==> src/design/efr_pkg.sv <==
package efr_pkg;

  // configuration register indexes
  localparam int unsigned CfgIdxW = 3;

  typedef enum logic [CfgIdxW-1:0] {
    CfgLengthLimit = 3'd0,
    CfgTypeA       = 3'd1,
    CfgTypeB       = 3'd2,
    CfgTypeC       = 3'd3,
    CfgTypeD       = 3'd4
  } cfg_idx_e;

  localparam int unsigned NumTypes = 4;

  // register reset values
  localparam logic [7:0] LengthLimitRst = 8'd200;
  localparam logic [7:0] TypeARst       = 8'h92;
  localparam logic [7:0] TypeBRst       = 8'h95;
  localparam logic [7:0] TypeCRst       = 8'h88;
  localparam logic [7:0] TypeDRst       = 8'h97;

  // event codes on the result channel
  typedef enum logic [2:0] {
    EvPayload  = 3'd0,
    EvGood     = 3'd1,
    EvBadSum   = 3'd2,
    EvNoStart  = 3'd3,
    EvLenErr   = 3'd4,
    EvFrameErr = 3'd5,
    EvUnkType  = 3'd6
  } event_e;

  typedef struct packed {
    logic [7:0]                length_limit;
    logic [NumTypes-1:0][7:0]  types;
  } cfg_t;

  typedef struct packed {
    event_e      event_res;
    logic [7:0]  frame_kind;
    logic [7:0]  data_value;
    logic [7:0]  payload_index;
    logic        last_data;
    logic [15:0] length_value;
  } result_t;

endpackage

==> src/design/efr_if.sv <==
interface efr_byte_if;
  logic       valid;
  logic       ready;
  logic [7:0] rx_byte;

  modport source (output valid, output rx_byte, input ready);
  modport sink (input valid, input rx_byte, output ready);
endinterface

interface efr_event_if;
  logic        valid;
  logic        ready;
  logic [2:0]  event_res;
  logic [7:0]  frame_kind;
  logic [7:0]  data_value;
  logic [7:0]  payload_index;
  logic        last_data;
  logic [15:0] length_value;

  modport source (output valid, output event_res, output frame_kind, output data_value,
                  output payload_index, output last_data, output length_value,
                  input ready);
  modport sink (input valid, input event_res, input frame_kind, input data_value,
                input payload_index, input last_data, input length_value,
                output ready);
endinterface

interface efr_cfg_if;
  logic       valid;
  logic       ready;
  logic [2:0] index;
  logic [7:0] data;

  modport source (output valid, output index, output data, input ready);
  modport sink (input valid, input index, input data, output ready);
endinterface

==> src/design/efr_cfg.sv <==
module efr_cfg (
  input  logic          clk_i,
  input  logic          rst_ni,
  efr_cfg_if.sink       cfg_i,
  output efr_pkg::cfg_t cfg_o
);

  efr_pkg::cfg_t cfg_q;

  // writes are always taken
  assign cfg_i.ready = 1'b1;

  // register file, unknown indexes are dropped
  always_ff @(posedge clk_i or negedge rst_ni) begin
    if (!rst_ni) begin
      cfg_q.length_limit <= efr_pkg::LengthLimitRst;
      cfg_q.types[0]     <= efr_pkg::TypeARst;
      cfg_q.types[1]     <= efr_pkg::TypeBRst;
      cfg_q.types[2]     <= efr_pkg::TypeCRst;
      cfg_q.types[3]     <= efr_pkg::TypeDRst;
    end else if (cfg_i.valid) begin
      case (cfg_i.index)
        efr_pkg::CfgLengthLimit: cfg_q.length_limit <= cfg_i.data;
        efr_pkg::CfgTypeA:       cfg_q.types[0] <= cfg_i.data;
        efr_pkg::CfgTypeB:       cfg_q.types[1] <= cfg_i.data;
        efr_pkg::CfgTypeC:       cfg_q.types[2] <= cfg_i.data;
        efr_pkg::CfgTypeD:       cfg_q.types[3] <= cfg_i.data;
        default: ;
      endcase
    end
  end

  assign cfg_o = cfg_q;

endmodule

==> src/design/efr_parser.sv <==
module efr_parser (
  input  logic             clk_i,
  input  logic             rst_ni,
  input  logic             valid_i,
  input  logic             adv_i,
  input  logic [7:0]       byte_i,
  input  efr_pkg::cfg_t    cfg_i,
  output logic             res_v_o,
  output efr_pkg::result_t res_o
);

  localparam logic [7:0] EscByte   = 8'h7D;
  localparam logic [7:0] StartByte = 8'h7E;
  localparam logic [7:0] EscXor    = 8'h20;
  localparam logic [7:0] ErrType   = 8'hFE;

  localparam logic [8:0] PosStart   = 9'd0;
  localparam logic [8:0] PosLenHi   = 9'd1;
  localparam logic [8:0] PosLenLo   = 9'd2;
  localparam logic [8:0] PosType    = 9'd3;
  localparam logic [8:0] PosPayload = 9'd4;

  logic        esc_q, esc_d;
  logic [8:0]  pos_q, pos_d;
  logic [15:0] size_q, size_d;
  logic [7:0]  type_q, type_d;
  logic [7:0]  sum_q, sum_d;

  logic        is_esc;
  logic [7:0]  c;
  logic [15:0] size_lo;
  logic        type_ok;
  logic [16:0] end_pos;
  logic [16:0] last_pos;
  logic [16:0] pos_ext;
  logic [8:0]  pos_off;
  logic        hit;
  efr_pkg::result_t res;

  // unescape
  assign is_esc  = (byte_i == EscByte);
  assign c       = esc_q ? (byte_i ^ EscXor) : byte_i;
  assign size_lo = {size_q[15:8], c};

  // accepted type match
  always_comb begin
    type_ok = 1'b0;
    for (int i = 0; i < efr_pkg::NumTypes; i++) begin
      if (c == cfg_i.types[i]) type_ok = 1'b1;
    end
  end

  // frame end and last payload position
  assign end_pos  = {1'b0, size_q} + 17'd3;
  assign last_pos = {1'b0, size_q} + 17'd2;
  assign pos_ext  = {8'b0, pos_q};
  assign pos_off  = pos_q - PosPayload;

  // next state and result
  always_comb begin
    esc_d  = esc_q;
    pos_d  = pos_q;
    size_d = size_q;
    type_d = type_q;
    sum_d  = sum_q;
    hit    = 1'b0;
    res    = '0;
    if (is_esc) begin
      esc_d = 1'b1;
    end else begin
      esc_d = 1'b0;
      case (pos_q)
        PosStart: begin
          sum_d  = '0;
          type_d = '0;
          size_d = '0;
          if (c == StartByte) begin
            pos_d = PosLenHi;
          end else begin
            hit            = 1'b1;
            res.event_res  = efr_pkg::EvNoStart;
            res.data_value = c;
          end
        end
        PosLenHi: begin
          size_d = {c, 8'h00};
          pos_d  = PosLenLo;
        end
        PosLenLo: begin
          size_d = size_lo;
          if (size_lo == 16'd0 || size_lo >= {8'b0, cfg_i.length_limit}) begin
            pos_d            = PosStart;
            hit              = 1'b1;
            res.event_res    = efr_pkg::EvLenErr;
            res.length_value = size_lo;
          end else begin
            pos_d = PosType;
          end
        end
        PosType: begin
          type_d = c;
          if (type_ok) begin
            sum_d = sum_q + c;
            pos_d = PosPayload;
          end else begin
            pos_d            = PosStart;
            hit              = 1'b1;
            res.event_res    = (c == ErrType) ? efr_pkg::EvFrameErr : efr_pkg::EvUnkType;
            res.frame_kind   = c;
            res.data_value   = c;
            res.length_value = size_q;
          end
        end
        default: begin
          hit              = 1'b1;
          res.frame_kind   = type_q;
          res.data_value   = c;
          res.length_value = size_q;
          if (pos_ext >= end_pos) begin
            // checksum byte closes the frame
            pos_d         = PosStart;
            res.event_res = (c == ~sum_q) ? efr_pkg::EvGood : efr_pkg::EvBadSum;
          end else begin
            sum_d             = sum_q + c;
            pos_d             = pos_q + 9'd1;
            res.event_res     = efr_pkg::EvPayload;
            res.payload_index = pos_off[7:0];
            res.last_data     = (pos_ext == last_pos);
          end
        end
      endcase
    end
  end

  // parser state
  always_ff @(posedge clk_i or negedge rst_ni) begin
    if (!rst_ni) begin
      esc_q  <= 1'b0;
      pos_q  <= PosStart;
      size_q <= '0;
      type_q <= '0;
      sum_q  <= '0;
    end else if (adv_i) begin
      esc_q  <= esc_d;
      pos_q  <= pos_d;
      size_q <= size_d;
      type_q <= type_d;
      sum_q  <= sum_d;
    end
  end

  assign res_v_o = valid_i && hit;
  assign res_o   = res;

  // any frame-ending or error event returns to hunting for a start byte
  assert property (@(posedge clk_i) disable iff (!rst_ni)
    adv_i && res_v_o && res_o.event_res != efr_pkg::EvPayload |=> pos_q == PosStart)
    else $error("parser did not return to start after a closing event");

  // a payload index always lies inside the announced length
  assert property (@(posedge clk_i) disable iff (!rst_ni)
    res_v_o && res_o.event_res == efr_pkg::EvPayload |->
      {8'b0, res_o.payload_index} < res_o.length_value)
    else $error("payload index beyond frame length");

  // inside a frame body the position never runs past the checksum byte
  assert property (@(posedge clk_i) disable iff (!rst_ni)
    pos_q >= PosPayload |-> {8'b0, pos_q} <= {1'b0, size_q} + 17'd3)
    else $error("byte position past checksum");

  // an escape byte arms the mark and produces nothing
  assert property (@(posedge clk_i) disable iff (!rst_ni)
    adv_i && is_esc |-> !res_v_o ##1 esc_q)
    else $error("escape byte handled wrongly");

endmodule

==> src/design/efr_out_reg.sv <==
module efr_out_reg (
  input  logic             clk_i,
  input  logic             rst_ni,
  input  logic             load_i,
  input  logic             res_v_i,
  input  efr_pkg::result_t res_i,
  output logic             free_o,
  efr_event_if.source      evt_o
);

  logic             valid_q;
  efr_pkg::result_t res_q;

  // register is free when empty or its transfer completes now
  assign free_o = !valid_q || evt_o.ready;

  always_ff @(posedge clk_i or negedge rst_ni) begin
    if (!rst_ni) begin
      valid_q <= 1'b0;
    end else if (load_i) begin
      valid_q <= res_v_i;
    end else if (evt_o.ready) begin
      valid_q <= 1'b0;
    end
  end

  // payload
  always_ff @(posedge clk_i) begin
    if (load_i && res_v_i) begin
      res_q <= res_i;
    end
  end

  assign evt_o.valid         = valid_q;
  assign evt_o.event_res     = res_q.event_res;
  assign evt_o.frame_kind    = res_q.frame_kind;
  assign evt_o.data_value    = res_q.data_value;
  assign evt_o.payload_index = res_q.payload_index;
  assign evt_o.last_data     = res_q.last_data;
  assign evt_o.length_value  = res_q.length_value;

endmodule

==> src/design/escaped_frame_receiver_top.sv <==
// channel   dir  payload                                            role
// rx_i      in   rx_byte                                            raw bytes from the link
// evt_o     out  event_res frame_kind data_value payload_index      payload bytes and
//                last_data length_value                             frame events
// cfg_i     in   index data                                         register writes
//
// one byte per cycle sustained while evt_o is not stalled; an event reaches evt_o after its byte's
// transfer through the input register, one pass of parse logic and the result register
// escape bytes, and header bytes that pass their checks, give no event
// a stall on evt_o holds the input register, and rx_i.ready drops only while both are full
// reset clears parser state and loads the register defaults; no clearing pass
module escaped_frame_receiver_top (
  input  logic        clk_i,
  input  logic        rst_ni,
  efr_byte_if.sink    rx_i,
  efr_event_if.source evt_o,
  efr_cfg_if.sink     cfg_i
);

  efr_pkg::cfg_t    cfg;
  efr_pkg::result_t res;
  logic             res_v;
  logic             out_free;
  logic             adv;
  logic             stage_v_q;
  logic [7:0]       stage_byte_q;

  efr_cfg u_cfg (
    .clk_i  (clk_i),
    .rst_ni (rst_ni),
    .cfg_i  (cfg_i),
    .cfg_o  (cfg)
  );

  // input register
  assign adv        = stage_v_q && out_free;
  assign rx_i.ready = !stage_v_q || adv;

  always_ff @(posedge clk_i or negedge rst_ni) begin
    if (!rst_ni) begin
      stage_v_q <= 1'b0;
    end else if (rx_i.ready) begin
      stage_v_q <= rx_i.valid;
    end
  end

  always_ff @(posedge clk_i) begin
    if (rx_i.ready && rx_i.valid) begin
      stage_byte_q <= rx_i.rx_byte;
    end
  end

  efr_parser u_parser (
    .clk_i   (clk_i),
    .rst_ni  (rst_ni),
    .valid_i (stage_v_q),
    .adv_i   (adv),
    .byte_i  (stage_byte_q),
    .cfg_i   (cfg),
    .res_v_o (res_v),
    .res_o   (res)
  );

  efr_out_reg u_out (
    .clk_i   (clk_i),
    .rst_ni  (rst_ni),
    .load_i  (adv),
    .res_v_i (res_v),
    .res_i   (res),
    .free_o  (out_free),
    .evt_o   (evt_o)
  );

endmodule

==> src/flat_wrapper.sv <==
// flat-port wrapper written by rule: the top's interface ports become plain ports
module escaped_frame_receiver_top_flat 
  (clk_i, rst_ni, rx_i_valid, rx_i_rx_byte, rx_i_ready, evt_o_valid, evt_o_event_res, evt_o_frame_kind, evt_o_data_value, evt_o_payload_index, evt_o_last_data, evt_o_length_value, evt_o_ready, cfg_i_valid, cfg_i_index, cfg_i_data, cfg_i_ready);
  efr_byte_if rx_i_i ();
  efr_event_if evt_o_i ();
  efr_cfg_if cfg_i_i ();
  input  logic clk_i;
  input  logic rst_ni;
  input wire logic [$bits(rx_i_i.valid)-1:0] rx_i_valid;
  input wire logic [$bits(rx_i_i.rx_byte)-1:0] rx_i_rx_byte;
  output wire logic [$bits(rx_i_i.ready)-1:0] rx_i_ready;
  output wire logic [$bits(evt_o_i.valid)-1:0] evt_o_valid;
  output wire logic [$bits(evt_o_i.event_res)-1:0] evt_o_event_res;
  output wire logic [$bits(evt_o_i.frame_kind)-1:0] evt_o_frame_kind;
  output wire logic [$bits(evt_o_i.data_value)-1:0] evt_o_data_value;
  output wire logic [$bits(evt_o_i.payload_index)-1:0] evt_o_payload_index;
  output wire logic [$bits(evt_o_i.last_data)-1:0] evt_o_last_data;
  output wire logic [$bits(evt_o_i.length_value)-1:0] evt_o_length_value;
  input wire logic [$bits(evt_o_i.ready)-1:0] evt_o_ready;
  input wire logic [$bits(cfg_i_i.valid)-1:0] cfg_i_valid;
  input wire logic [$bits(cfg_i_i.index)-1:0] cfg_i_index;
  input wire logic [$bits(cfg_i_i.data)-1:0] cfg_i_data;
  output wire logic [$bits(cfg_i_i.ready)-1:0] cfg_i_ready;
  assign rx_i_i.valid = rx_i_valid;
  assign rx_i_i.rx_byte = rx_i_rx_byte;
  assign rx_i_ready = rx_i_i.ready;
  assign evt_o_valid = evt_o_i.valid;
  assign evt_o_event_res = evt_o_i.event_res;
  assign evt_o_frame_kind = evt_o_i.frame_kind;
  assign evt_o_data_value = evt_o_i.data_value;
  assign evt_o_payload_index = evt_o_i.payload_index;
  assign evt_o_last_data = evt_o_i.last_data;
  assign evt_o_length_value = evt_o_i.length_value;
  assign evt_o_i.ready = evt_o_ready;
  assign cfg_i_i.valid = cfg_i_valid;
  assign cfg_i_i.index = cfg_i_index;
  assign cfg_i_i.data = cfg_i_data;
  assign cfg_i_ready = cfg_i_i.ready;
  escaped_frame_receiver_top u_core (.clk_i(clk_i), .rst_ni(rst_ni), .rx_i(rx_i_i), .evt_o(evt_o_i), .cfg_i(cfg_i_i));
endmodule
==> config.mk <==
export PLATFORM = sky130hd
export DESIGN_NAME = escaped_frame_receiver_top_flat
export DESIGN_NICKNAME = d
export VERILOG_FILES = /design/src/design/efr_pkg.sv /design/src/design/efr_if.sv /design/src/design/efr_cfg.sv /design/src/design/efr_parser.sv /design/src/design/efr_out_reg.sv /design/src/design/escaped_frame_receiver_top.sv /design/src/flat_wrapper.sv
export SDC_FILE = /design/constraint.sdc
export NUM_CORES = 1
export LEC_CHECK = 0
export BUFFER_PORTS_ARGS = -buffer_cell sky130_fd_sc_hd__buf_2
export CELL_PAD_IN_SITES_DETAIL_PLACEMENT = 0
export CELL_PAD_IN_SITES_GLOBAL_PLACEMENT = 2
export CORE_MARGIN = 2
export CORE_UTILIZATION = 30
export CTS_CLUSTER_DIAMETER = 100
export DETAILED_ROUTE_END_ITERATION = 10
export PLACE_DENSITY = 0.71
export SLEW_MARGIN = 20
export SYNTH_ARGS = -nofsm -noshare
export SYNTH_HDL_FRONTEND = slang
export SYNTH_SLANG_ARGS = --single-unit
==> constraint.sdc <==
create_clock -name clk_i -period 13.8 [get_ports clk_i]
set_clock_uncertainty 0.05 [all_clocks]
set_input_delay 2.76 -clock clk_i [delete_from_list [all_inputs] [get_ports clk_i]]
set_output_delay 2.76 -clock clk_i [all_outputs]
set_load 0.01 [all_outputs]
# --- After elaboration in Yosys (flattened, before gate mapping) ---
# Cells that the tools add are included.
totals:
  out_inout_bits: 47
  in_bits: 24
  ff_bits: 136
  word_cells: 117
op_classes:
  add_sub_neg: 5
  magnitude_cmp: 2
  eq_ne: 19
  muxes: 36
  bitwise_logic: 5
  reduce_logical: 30
op_table:
  columns: ["operator", "n"]
  rows:
  - ["$pmux 16 s3", 2]
  - ["$pmux 8 s3", 2]
  - ["$eq 8x8->1", 5]
  - ["$pmux 9 s4", 1]
  - ["$add 16x2->17 const B", 2]
  - ["$mux 16", 2]
  - ["$pmux 8 s2", 2]
  - ["$mux 8", 3]
  - ["$mux 19", 1]
  - ["$eq 9x2->1 const B", 2]
  - ["$mux 9", 2]
  - ["$eq 9x17->1", 1]
  - ["$ge 9x17->1", 1]
  - ["$eq 8x7->1 const B", 2]
  - ["$ge 16x8->1", 1]
  - ["$logic_not 16->1", 1]
  - ["$pmux 3 s4", 1]
  - ["$mux 1", 11]
  - ["$mux 2", 5]
  - ["$reduce_and 2->1", 5]
  - ["$add 9x1->9 const B", 1]
  - ["$eq 9x1->1 const B", 1]
  - ["$logic_not 9->1", 1]
  - ["$reduce_and 3->1", 3]
  - ["other kinds (24)", 39]

# --- Longest topological paths before layout ---
# Gate-level depths: netlist of run 1.
logic_depth:
  word_depth: 12
  ltp_mapped: 15
  depth_no_buf: 13

# --- By module ---
# A second synthesis of run 1 with hierarchy kept.
unflattened:
  hier_cells: 693
  area_unflattened_um2: 7667.4
modules_own_cells:
  columns: ["mod", "seq_area_each_um2", "instances", "area_per_inst_um2", "cells_per_inst"]
  rows:
  - ["efr_parser", 1051.0, 1, 4429.2, 542]
  - ["efr_cfg", 1022.2, 1, 1561.5, 90]
  - ["efr_out_reg", 1346.3, 1, 1376.3, 48]
  - ["escaped_frame_receiver_top", 265.3, 1, 300.3, 13]

# --- Worst setup path before layout of run 1 ---
# No wires, ideal clock.
synth_path:
  path_type: "input to output"
  startpoint: "in evt_o_ready"
  endpoint: "out rx_i_ready"
  path_stages: 1
  n_path_buf: 0
  t_arrival_ns: 2.969
  setup_slack_ns: 8.021
  path_cell_list: "nand3b_1"
synth_via:
  elab_chain_cells: 3
synth_lines:
  columns: ["element", "line", "source"]
  rows:
  - ["from (decl)", "flat_wrapper.sv:19", "input wire logic [$bits(evt_o_i.ready)-1:0] evt_o_ready;"]
  - ["$logic_or 1x1->1", "efr_out_reg.sv:15", "assign free_o = !valid_q || evt_o.ready;"]
  - ["$logic_and 1x1->1", "escaped_frame_receiver_top.sv:36", "assign adv = stage_v_q && out_free;"]
  - ["$logic_or 1x1->1", "escaped_frame_receiver_top.sv:37", "assign rx_i.ready = !stage_v_q || adv;"]
  - ["to (decl)", "flat_wrapper.sv:11", "output wire logic [$bits(rx_i_i.ready)-1:0] rx_i_ready;"]
# No other way between the ends.

# --- Worst setup path in the final report of run 1 ---
# Same ends and word-level chain as after synthesis.

==> metrics.csv, run 1 <==
stage;metric;value;unit
clocking;cts_buffers;17;
clocking;cts_htree_levels;4;
logic_synthesis;synth_area;0.00754;mm²
clocking;cts_hold_buf;0;
global_routing;grt_first_pass_wirelength;31500;µm
global_routing;gr-total-overflow;0;
floorplan;fp.dieH;163;µm
detailed_routing;first_pass_iters;6;
logic_synthesis;ys_seq_area_frac;0.489;
logic_synthesis;ys_ff_latch;136;
sta;finalSetupTns;0;ns
detailed_routing;avgViaCountPerCell;4.96;
clocking;cts_tree;done;
worst_setup_path;reg2regPathDepth;13;
global_routing;antenna_found_initial;0;
cells_and_area;syn_to_final_growth;16.2;%
global_routing;use_met2;0.252;
sta;timing.final.crit_share;0.443;
hold_path;hold_depth;1;
sta;setup_viol;0;
detailed_routing;routedWlPerCell;18.2;µm
clocking;clk_latency;0.43;ns
hold_path;holdPathEnd;u_core.u_parser.type_q[4]$_DFFE_PN0P_;
job;drv_cap;0;
placed_design;dp.cells;1054;
logic_synthesis;synth_nets;748;
placed_design;hpwl;13600;µm
logic_synthesis;syn_avg_cell_area;10.9;µm²
sta;worst_pin_slew;1.04;ns
logic_synthesis;synth-main-ff-cell;dfrtp_1;
floorplan;die_w;163;µm
clocking;ctsResizeCount;0;
global_routing;grt_pass1_vias;5459;
cells_and_area;nets;802;
detailed_routing;drc_errors;0;
floorplan;io_pins;71;
power;p_per_area;236;mW/mm²
power;finalPower;2.07;mW
sta;hold_viol_final;0;
worst_setup_path;r2r-start;u_core.u_parser.size_q[1]$_DFFE_PN0P_;
placed_design;place_ws;7.71;ns
worst_setup_path;rrSetupSlack;9.42;ns
logic_synthesis;synth-edff-count;52;
cells_and_area;multi_input_area;0.00358;mm²
placed_design;place.gp.congestion;0.757;
outcome;status;completed;
worst_setup_path;crit_arrival;3.30;ns
sta;report.final.slew_viol_count;0;
floorplan;rows;58;
global_routing;grt_util_all_layers;0.157;
global_routing;grt_max_degree;75;
detailed_routing;drt-initial-drc-count;397;
cells_and_area;diodes;0;
global_routing;met3_usage;0.0288;
clocking;cts.clk_slew.worst_paths;0.06;ns
cells_and_area;seqCellArea;0.00368;mm²
power;ir_drop;0.0874;mV
worst_setup_path;regToRegEndpoint;u_core.u_parser.sum_q[5]$_DFFE_PN0P_;
worst_setup_path;crit_path_end_kind;output port;
logic_synthesis;async_flop_share;0.618;
logic_synthesis;syn_inst;689;
logic_synthesis;yosys.cell_types.count;71;
sta;fin_crit;6.11;ns
sta;max_slew_margin;0.305;
worst_setup_path;cp_data_required_time;10.99;ns
cells_and_area;stdcell_count;1086;
detailed_routing;routed_wirelength;19800;µm
power;p_leak;3.55;nW
floorplan;core_area;0.0249;mm²
floorplan;die_area;0.0264;mm²
cells_and_area;post_route_cells_drive_above_1_share;0.234;
sta;rsz0062_at_grt;false;
clocking;cts_root_buf;clkbuf_16;
worst_setup_path;path_class;input pin to output port;
hold_path;hp-start;u_core.u_parser.type_q[4]$_DFFE_PN0P_;
sta;fmax;164;MHz
detailed_routing;antenna_left;0;
cells_and_area;fill_cells;2470;
worst_setup_path;cp-start-kind;input pin;
clocking;clockBufferDepth;2;
clocking;cts_setup_buffers;0;
detailed_routing;vias;5384;
sta;worst_slack;7.69;ns
global_routing;grt.met1_usage;0.215;
floorplan;start_util;0.303;
hold_path;min_path_type;flop to flop;
placed_design;portBuffers;69;
global_routing;busiest_layer;met2;
worst_setup_path;cp_max_fo;3;
clocking;clock-sinks;136;
logic_synthesis;ys_warn_count;0;
==> state kept, by name (all words and copies together), names as in the netlist <==
name / flops
u_core.u_cfg.cfg_o: 40
u_core.u_parser.size_q: 16
u_core.u_out.evt_o.last_data: 1
u_core.u_out.evt_o.event_res: 3
u_core.u_out.evt_o.payload_index: 8
u_core.stage_v_q: 1
u_core.u_out.evt_o.length_value: 16
u_core.u_parser.esc_q: 1
u_core.u_out.evt_o.valid: 1
u_core.stage_byte_q: 8
u_core.u_out.evt_o.frame_kind: 8
u_core.u_parser.pos_q: 9
u_core.u_parser.type_q: 8
u_core.u_out.evt_o.data_value: 8
u_core.u_parser.sum_q: 8
==> layout by cell type, fill, tap and decap left out, drive strengths merged, types with 4 or more instances in the layout <==
cell / instances
buf: 77
dfrtp: 67
edfxtp: 52
xnor2: 52
nand2: 50
nor2: 45
mux2: 38
ha: 34
inv: 30
o21ai: 28
nand3: 26
a21oi: 22
clkbuf: 21
dfstp: 17
a22o: 17
nor3: 17
xor2: 12
nand4: 12
and2: 12
nor3b: 11
nand2b: 10
o31ai: 8
a22oi: 7
a211oi: 7
a21o: 6
a31oi: 6
clkinv: 6
and4: 5
and3: 5
nor4: 5
mux2i: 5
o211ai: 4
==> report_power, final <==
group | leakage [nW] | internal (mW) | total, mW | switching, mW
Clock | 0.286 | 0.257 | 0.444 | 0.187
Combinational | 1.73 | 0.358 | 0.890 | 0.532
Sequential | 1.53 | 0.623 | 0.736 | 0.113
==> synth_stat cells, drive strengths merged (4+ instances only) <==
cell type | number | area (µm²)
a211oi | 7 | 57.6
a21o | 6 | 45.0
a21oi | 22 | 110
a22o | 17 | 150
a22oi | 7 | 52.6
a31oi | 6 | 43.8
and2 | 12 | 76.3
and3 | 5 | 31.3
and4 | 5 | 43.8
buf | 28 | 148
clkbuf | 14 | 53.8
dfrtp | 67 | 1680
dfstp | 17 | 447
edfxtp | 52 | 1560
ha | 34 | 425
inv | 25 | 93.8
mux2 | 38 | 447
mux2i | 5 | 50.1
nand2 | 50 | 188
nand2b | 10 | 62.6
nand3 | 26 | 130
nand4 | 12 | 90.1
nor2 | 45 | 169
nor3 | 17 | 90.1
nor3b | 11 | 82.6
nor4 | 5 | 31.3
o211ai | 4 | 30.0
o21ai | 28 | 140
o31ai | 8 | 60.1
xnor2 | 52 | 474
xor2 | 12 | 105
==> worst max-delay path, cell delays in order <==
cell,delay (ns)
buf_2,0.10
nand3b_1,0.24
buf_2,0.20
==> routing by layer <==
layer,vias up,routed length (µm)
met2,119,9380
met3,28,651
met1,2632,9420
li1,2605,-
met4,0,323
met5,-,0
==> cell families after synthesis <==
logic type / share of synthesized area
AND/OR/NAND/NOR: 0.147
buffers and inverters: 0.0397
other: 0.000497
AO/OA/AOI/OAI: 0.122
adder cells (fa/ha/maj): 0.0591
flip-flops: 0.489
XOR/XNOR: 0.0768
multiplexers: 0.0659
==> layout make-up <==
cell class | count | share of cell area
Multi-Input combinational cell | 485 | 0.408
Clock buffer | 21 | 0.0562
Inverter | 26 | 0.0111
Clock inverter | 11 | 0.00943
Sequential cell | 136 | 0.421
Tap cell | 330 | 0.0471
Timing Repair Buffer | 77 | 0.0470
==> stage by stage <==
step | utilization | hold slack, ns | instance area (µm²)
after floorplan | - | 0.416 | 7540
after global placement | 0.328 | 0.434 | 8170
after detailed placement | 0.329 | 0.436 | 8180
after CTS | 0.352 | 0.454 | 8750
after global routing | 0.352 | 0.464 | 8760
final | 0.352 | 0.454 | 8760
==> how the worst max path moves through the flow <==
stage	start	endpoint	slack [ns]	cells past startpoint
floorplan	evt_o_ready	rx_i_ready	8.02	1
global placement	evt_o_ready	rx_i_ready	7.71	3
detailed placement	evt_o_ready	rx_i_ready	7.71	3
CTS	evt_o_ready	rx_i_ready	7.71	3
global route	evt_o_ready	rx_i_ready	7.68	3
finish	evt_o_ready	rx_i_ready	7.69	3
No activity file was read; power rests on OpenSTA's default activity.
==> run 2: changes to the inputs <==
- ABC_AREA: default -> 1
- PLACE_DENSITY: 0.71 -> 0.75
- clock period: 13.8 -> 6.2 ns (I/O delays scaled with it)
==> metrics.csv, run 2 <==
stage;metric;value;unit
floorplan;fp.dieH;165;µm
global_routing;grt_pass1_vias;6180;
worst_setup_path;crit_path_end_kind;flop;
hold_path;hp-start;u_core.u_parser.sum_q[5]$_DFFE_PN0P_;
clocking;cts_tree;done;
worst_setup_path;cp_max_fo;44;
cells_and_area;syn_to_final_growth;15.6;%
worst_setup_path;regToRegEndpoint;u_core.u_out.evt_o.frame_kind[5]$_SDFFCE_PP0P_;
logic_synthesis;syn_avg_cell_area;8.64;µm²
floorplan;core_area;0.0253;mm²
power;ir_drop;0.191;mV
logic_synthesis;syn_inst;902;
clocking;clk_latency;0.42;ns
logic_synthesis;synthTopCellsByArea;dfrtp_1, edfxtp_1, nand2_1;
detailed_routing;drc_errors;0;
placed_design;hpwl;16800;µm
global_routing;grt_first_pass_wirelength;35000;µm
worst_setup_path;slowest_delay;0.69;ns
detailed_routing;antenna_left;0;
worst_setup_path;path_class;flop to flop;
sta;worst_pin_slew;0.995;ns
logic_synthesis;yosysMostFrequentCell;nand2_1;
outcome;status;completed;
detailed_routing;avgViaCountPerCell;4.68;
logic_synthesis;synth_top_cell_by_area;dfrtp_1;
sta;finalSetupTns;0;ns
logic_synthesis;synth_nets;961;
floorplan;die_area;0.0273;mm²
sta;max_slew_margin;0.336;
power;p_leak;4.14;nW
global_routing;antenna_found_initial;0;
global_routing;gr-total-overflow;0;
detailed_routing;routedWlPerCell;16.9;µm
sta;fmax;290;MHz
sta;fin_crit;3.45;ns
sta;setup_viol;0;
sta;report.final.slew_viol_count;0;
hold_path;holdPathEnd;u_core.u_parser.sum_q[5]$_DFFE_PN0P_;
cells_and_area;final_common_cell;nand2_1;
logic_synthesis;ys_seq_area_frac;0.473;
worst_setup_path;reg2regPathDepth;10;
cells_and_area;fill_cells;2665;
floorplan;start_util;0.308;
logic_synthesis;synth_area;0.00779;mm²
clocking;cts_setup_buffers;0;
logic_synthesis;synth-main-ff-cell;dfrtp_1;
clocking;cts_htree_levels;4;
logic_synthesis;ys_warn_count;0;
job;drv_cap;0;
clocking;clockBufferDepth;2;
detailed_routing;vias;6138;
floorplan;io_pins;71;
hold_path;hold_depth;2;
clocking;clock-sinks;136;
worst_setup_path;cp_data_required_time;6.19;ns
global_routing;grt_util_all_layers;0.170;
detailed_routing;routed_wirelength;22200;µm
logic_synthesis;synth-edff-count;52;
power;p_per_area;576;mW/mm²
sta;rsz0062_at_grt;false;
sta;hold_ws;0.439;ns
clocking;cts_root_buf;clkbuf_16;
worst_setup_path;r2r-start;u_core.u_parser.pos_q[2]$_DFFE_PN0P_;
logic_synthesis;ys_top_cells_by_count;nand2_1, inv_1, nor2_1;
placed_design;portBuffers;69;
clocking;cts_buffers;17;
hold_path;min_path_type;flop to flop;
worst_setup_path;crit_slowest_cell;inv_2;
clocking;ctsResizeCount;0;
logic_synthesis;async_flop_share;0.618;
cells_and_area;nets;1028;
logic_synthesis;yosys.cell_types.count;43;
detailed_routing;first_pass_iters;5;
clocking;cts.clk_slew.worst_paths;0.07;ns
worst_setup_path;cp_num_buf_inv;4;
logic_synthesis;ys_ff_latch;136;
logic_synthesis;synth_top_area_frac;0.215;
global_routing;grt_max_degree;53;
worst_setup_path;crit_arrival;3.43;ns
detailed_routing;drt-initial-drc-count;385;
clocking;cts_hold_buf;0;
cells_and_area;diodes;0;
worst_setup_path;cp_cell_sequence;inv_1, ha_1, inv_1, nor2_1, nand3_1, inv_2, nand2_1, nand2_1, o21ai_1, inv_2;
floorplan;die_w;165;µm
sta;timing.final.crit_share;0.556;
cells_and_area;final_cell_mix;nand2_1, inv_1, nor2_1;
cells_and_area;post_route_cells_drive_above_1_share;0.166;
placed_design;place.gp.congestion;0.878;
sta;hold_viol_final;0;
worst_setup_path;critical-path-top-delay-family;simple AND/OR/NAND/NOR gates;
floorplan;rows;58;
worst_setup_path;cp-start-kind;flop;
worst_setup_path;rrSetupSlack;2.75;ns
cells_and_area;largest_register_ffs;40;
## run 2: layout make-up
class                      count  area [µm²]  share of cell area
inverter                     115         432              0.0479
clock inverter                15         130              0.0145
sequential                   136        3680               0.409
multi-input combinational    629        3560               0.396
tap                          330         413              0.0459
timing repair buffer          70         355              0.0395
clock buffer                  17         425              0.0473
## run 2: layer usage
layer	GRT usage	share of wire	routed length, µm	up-vias
met5	0	0	0	-
met4	0.0510	0.020	448	0
met3	0.0295	0.030	670	22
met2	0.289	0.50	11000	125
met1	0.220	0.45	10100	2898
li1	-	-	-	3093
## run 2: how the worst max path moves through the flow
stage,startpoint,to,slack [ns],cells after the start
global route,u_core.u_parser.pos_q[2]$_DFFE_PN0P_,u_core.u_out.evt_o.frame_kind[5]$_SDFFCE_PP0P_,2.42,10
floorplan,evt_o_ready,u_core.u_out.evt_o.data_value[0]$_SDFFCE_PP0P_,3.17,6
finish,u_core.u_parser.pos_q[2]$_DFFE_PN0P_,u_core.u_out.evt_o.frame_kind[5]$_SDFFCE_PP0P_,2.75,10
global placement,u_core.stage_byte_q[5]$_DFFE_PP_,u_core.u_out.evt_o.length_value[10]$_SDFFCE_PP0P_,2.80,11
detailed placement,u_core.stage_byte_q[5]$_DFFE_PP_,u_core.u_out.evt_o.length_value[10]$_SDFFCE_PP0P_,2.73,11
CTS,u_core.stage_byte_q[5]$_DFFE_PP_,u_core.u_out.evt_o.data_value[1]$_SDFFCE_PP0P_,2.72,11
## run 2: per-stage QoR
step	setup slack [ns]	power [mW]	utilization	area, µm²	instances
2_1_floorplan	3.17	3.42	-	7790	902
3_3_place_gp	2.80	4.26	0.334	8450	1280
3_5_place_dp	2.73	4.26	0.334	8450	1280
4_1_cts	2.72	5.26	0.355	9000	1312
5_1_grt	2.42	5.62	0.355	9000	1312
6_report	2.75	5.19	0.355	9000	1312
## run 2: where the power goes
group,internal [mW],switching (mW)
sequential,1.42,0.289
clock,0.527,0.449
combinational,0.822,1.68
total,2.77,2.41
## run 2: cells by family (layout without fill, tap and decap cells)
family / after synthesis / in the layout / synth area share
buffers and inverters: 137 / 217 / 0.0697
AND/OR/NAND/NOR: 386 / 386 / 0.222
AO/OA/AOI/OAI: 138 / 138 / 0.100
other: 1 / 1 / 0.000481
XOR/XNOR: 69 / 69 / 0.0776
flip-flops: 136 / 136 / 0.473
adder cells (fa/ha/maj): 35 / 35 / 0.0572
## run 2: worst min-delay path, cell delays in order, from the launching register on
cell and delay (ns):
dfrtp_1 0.35, nand2_1 0.05, nand2_1 0.05
==> run 3: changes to the inputs <==
- clock period: 6.2 -> 3.3 ns (I/O delays scaled with it)
==> metrics.csv, run 3 (synthesized netlist as in run 2, its figures left out) <==
stage;metric;value;unit
placed_design;hpwl;16400;µm
sta;worst_slack;0.245;ns
clocking;cts_buffers;17;
cells_and_area;final_common_cell;nand2_1;
detailed_routing;routed_wirelength;22200;µm
detailed_routing;routedWlPerCell;16.7;µm
power;ir_drop;0.521;mV
floorplan;io_pins;71;
detailed_routing;drt-initial-drc-count;350;
sta;setup_viol;0;
worst_setup_path;rrSetupSlack;0.24;ns
worst_setup_path;critical_path.endpoint;u_core.u_out.evt_o.length_value[9]$_SDFFCE_PP0P_;
worst_setup_path;cp-start-kind;flop;
worst_setup_path;cp_data_required_time;3.35;ns
clocking;clockBufferDepth;2;
worst_setup_path;crit_start;u_core.stage_byte_q[5]$_DFFE_PP_;
floorplan;die_area;0.0273;mm²
hold_path;min_path_type;input pin to asynchronous set/reset pin;
worst_setup_path;reg2regPathDepth;14;
cells_and_area;final_util;0.361;
floorplan;die_w;165;µm
global_routing;grt_max_degree;48;
sta;fmax;327;MHz
worst_setup_path;crit_arrival;3.10;ns
placed_design;placed_area;0.00856;mm²
worst_setup_path;crit_path_end_kind;flop;
worst_setup_path;cp_max_fo;33;
sta;report.final.slew_viol_count;0;
clocking;cts_htree_levels;4;
clocking;clock-sinks;136;
worst_setup_path;regToRegEndpoint;u_core.u_out.evt_o.length_value[9]$_SDFFCE_PP0P_;
floorplan;fp.dieH;165;µm
outcome;status;completed;
floorplan;rows;58;
placed_design;portBuffers;69;
cells_and_area;diodes;0;
sta;worst_pin_slew;0.743;ns
detailed_routing;drc_errors;0;
cells_and_area;final_cell_mix;nand2_1, inv_1, nor2_1;
detailed_routing;antenna_left;0;
job;drv_cap;0;
cells_and_area;largest_register_ffs;40;
sta;fin_crit;3.06;ns
floorplan;core_area;0.0253;mm²
worst_setup_path;r2r-start;u_core.stage_byte_q[5]$_DFFE_PP_;
detailed_routing;avgViaCountPerCell;4.65;
cells_and_area;stdcell_count;1325;
detailed_routing;first_pass_iters;4;
cells_and_area;syn_to_final_growth;17.5;%
sta;hold_viol_final;0;
placed_design;place.gp.congestion;0.768;
sta;hold_ws;0.158;ns
cells_and_area;fill_cells;2687;
global_routing;grt_util_all_layers;0.170;
sta;timing.final.crit_share;0.926;
sta;finalSetupTns;0;ns
global_routing;antenna_found_initial;0;
clocking;cts_tree;done;
cells_and_area;multi_input_area;0.00357;mm²
placed_design;place_ws;0.142;ns
detailed_routing;vias;6165;
power;p_per_area;1080;mW/mm²
sta;rsz0062_at_grt;false;
global_routing;grt_first_pass_wirelength;34600;µm
cells_and_area;finalInstanceArea;0.00915;mm²
clocking;cts_root_buf;clkbuf_16;
worst_setup_path;path_class;flop to flop;
cells_and_area;post_route_cells_drive_above_1_share;0.179;
cells_and_area;nets;1041;
sta;max_slew_margin;0.503;
global_routing;gr-total-overflow;0;
power;finalPower;9.93;mW
power;p_leak;4.23;nW
placed_design;dp.cells;1293;
clocking;cts.clk_slew.worst_paths;0.07;ns
global_routing;grt_pass1_vias;6125;
cells_and_area;seqCellArea;0.00368;mm²
floorplan;start_util;0.308;
clocking;clk_latency;0.43;ns
## run 3: cell count changes in the layout (fill, tap and decap cells not counted)
| cell | before | now |
|---|---|---|
| clkinvlp_4 | 3 | 2 |
| clkinv_8 | 0 | 1 |
| inv_2 | 9 | 10 |
| buf_4 | 2 | 13 |
| inv_1 | 104 | 103 |
| bufinv_16 | 0 | 1 |
| inv_6 | 6 | 5 |
| buf_6 | 0 | 1 |
| buf_12 | 0 | 1 |
| nand3_2 | 2 | 3 |
| nand3_1 | 46 | 45 |
## run 3: worst min path at each step
| stage | to | startpoint | depth (start not counted) | slack (ns) |
|---|---|---|---|---|
| after global routing | u_core.u_cfg.cfg_o[22]$_DFFE_PN0P_ | rst_ni | 1 | 0.19 |
| after CTS | u_core.u_cfg.cfg_o[22]$_DFFE_PN0P_ | rst_ni | 1 | 0.17 |
| after floorplan | u_core.stage_v_q$_DFFE_PN0N_ | rst_ni | 0 | 0.31 |
| after global placement | u_core.u_cfg.cfg_o[33]$_DFFE_PN0P_ | u_core.u_cfg.cfg_o[33]$_DFFE_PN0P_ | 2 | 0.42 |
| final | u_core.u_cfg.cfg_o[22]$_DFFE_PN0P_ | rst_ni | 1 | 0.16 |
| after detailed placement | u_core.u_parser.sum_q[5]$_DFFE_PN0P_ | u_core.u_parser.sum_q[5]$_DFFE_PN0P_ | 2 | 0.42 |
## run 3: final cells by class
class	count	share of cell area
flip-flops and latches	136	0.403
clock inverters	15	0.0175
inverters	115	0.0472
multi-input cells	629	0.390
repair buffers	83	0.0513
well taps	330	0.0451
clock buffers	17	0.0465
## run 3: report_power, final
| group | internal (mW) | switching [mW] | leakage, nW | total, mW |
|---|---|---|---|---|
| sequential | 2.66 | 0.506 | 1.54 | 3.17 |
| clock | 1.07 | 0.870 | 0.281 | 1.94 |
| combinational | 1.64 | 3.18 | 2.40 | 4.82 |
| total | 5.37 | 4.55 | 4.23 | 9.93 |
## run 3: repair_timing
action,4_1_cts,5_1_grt
hold buffers,0,0
gates resized for setup,0,3
endpoints found under the setup margin,0,41
setup buffers,0,0
## run 3: routing by layer
layer | vias up | share of wire | track usage
met2 | 102 | 0.50 | 0.288
met1 | 2920 | 0.46 | 0.224
met3 | 25 | 0.023 | 0.0245
li1 | 3118 | - | -
met5 | - | 0 | 0
met4 | 0 | 0.017 | 0.0522
## run 3: critical path, stage by stage (launching register included)
cell and delay, ns:
edfxtp_1 0.46, inv_1 0.12, nand2_1 0.07, nand2_2 0.23, inv_1 0.19, ha_1 0.34, nand2_1 0.07, nor2_1 0.13
nand4_1 0.13, nand4_1 0.12, a21oi_1 0.06, nor2_1 0.21, o21ai_1 0.15, inv_2 0.09, buf_6 0.28
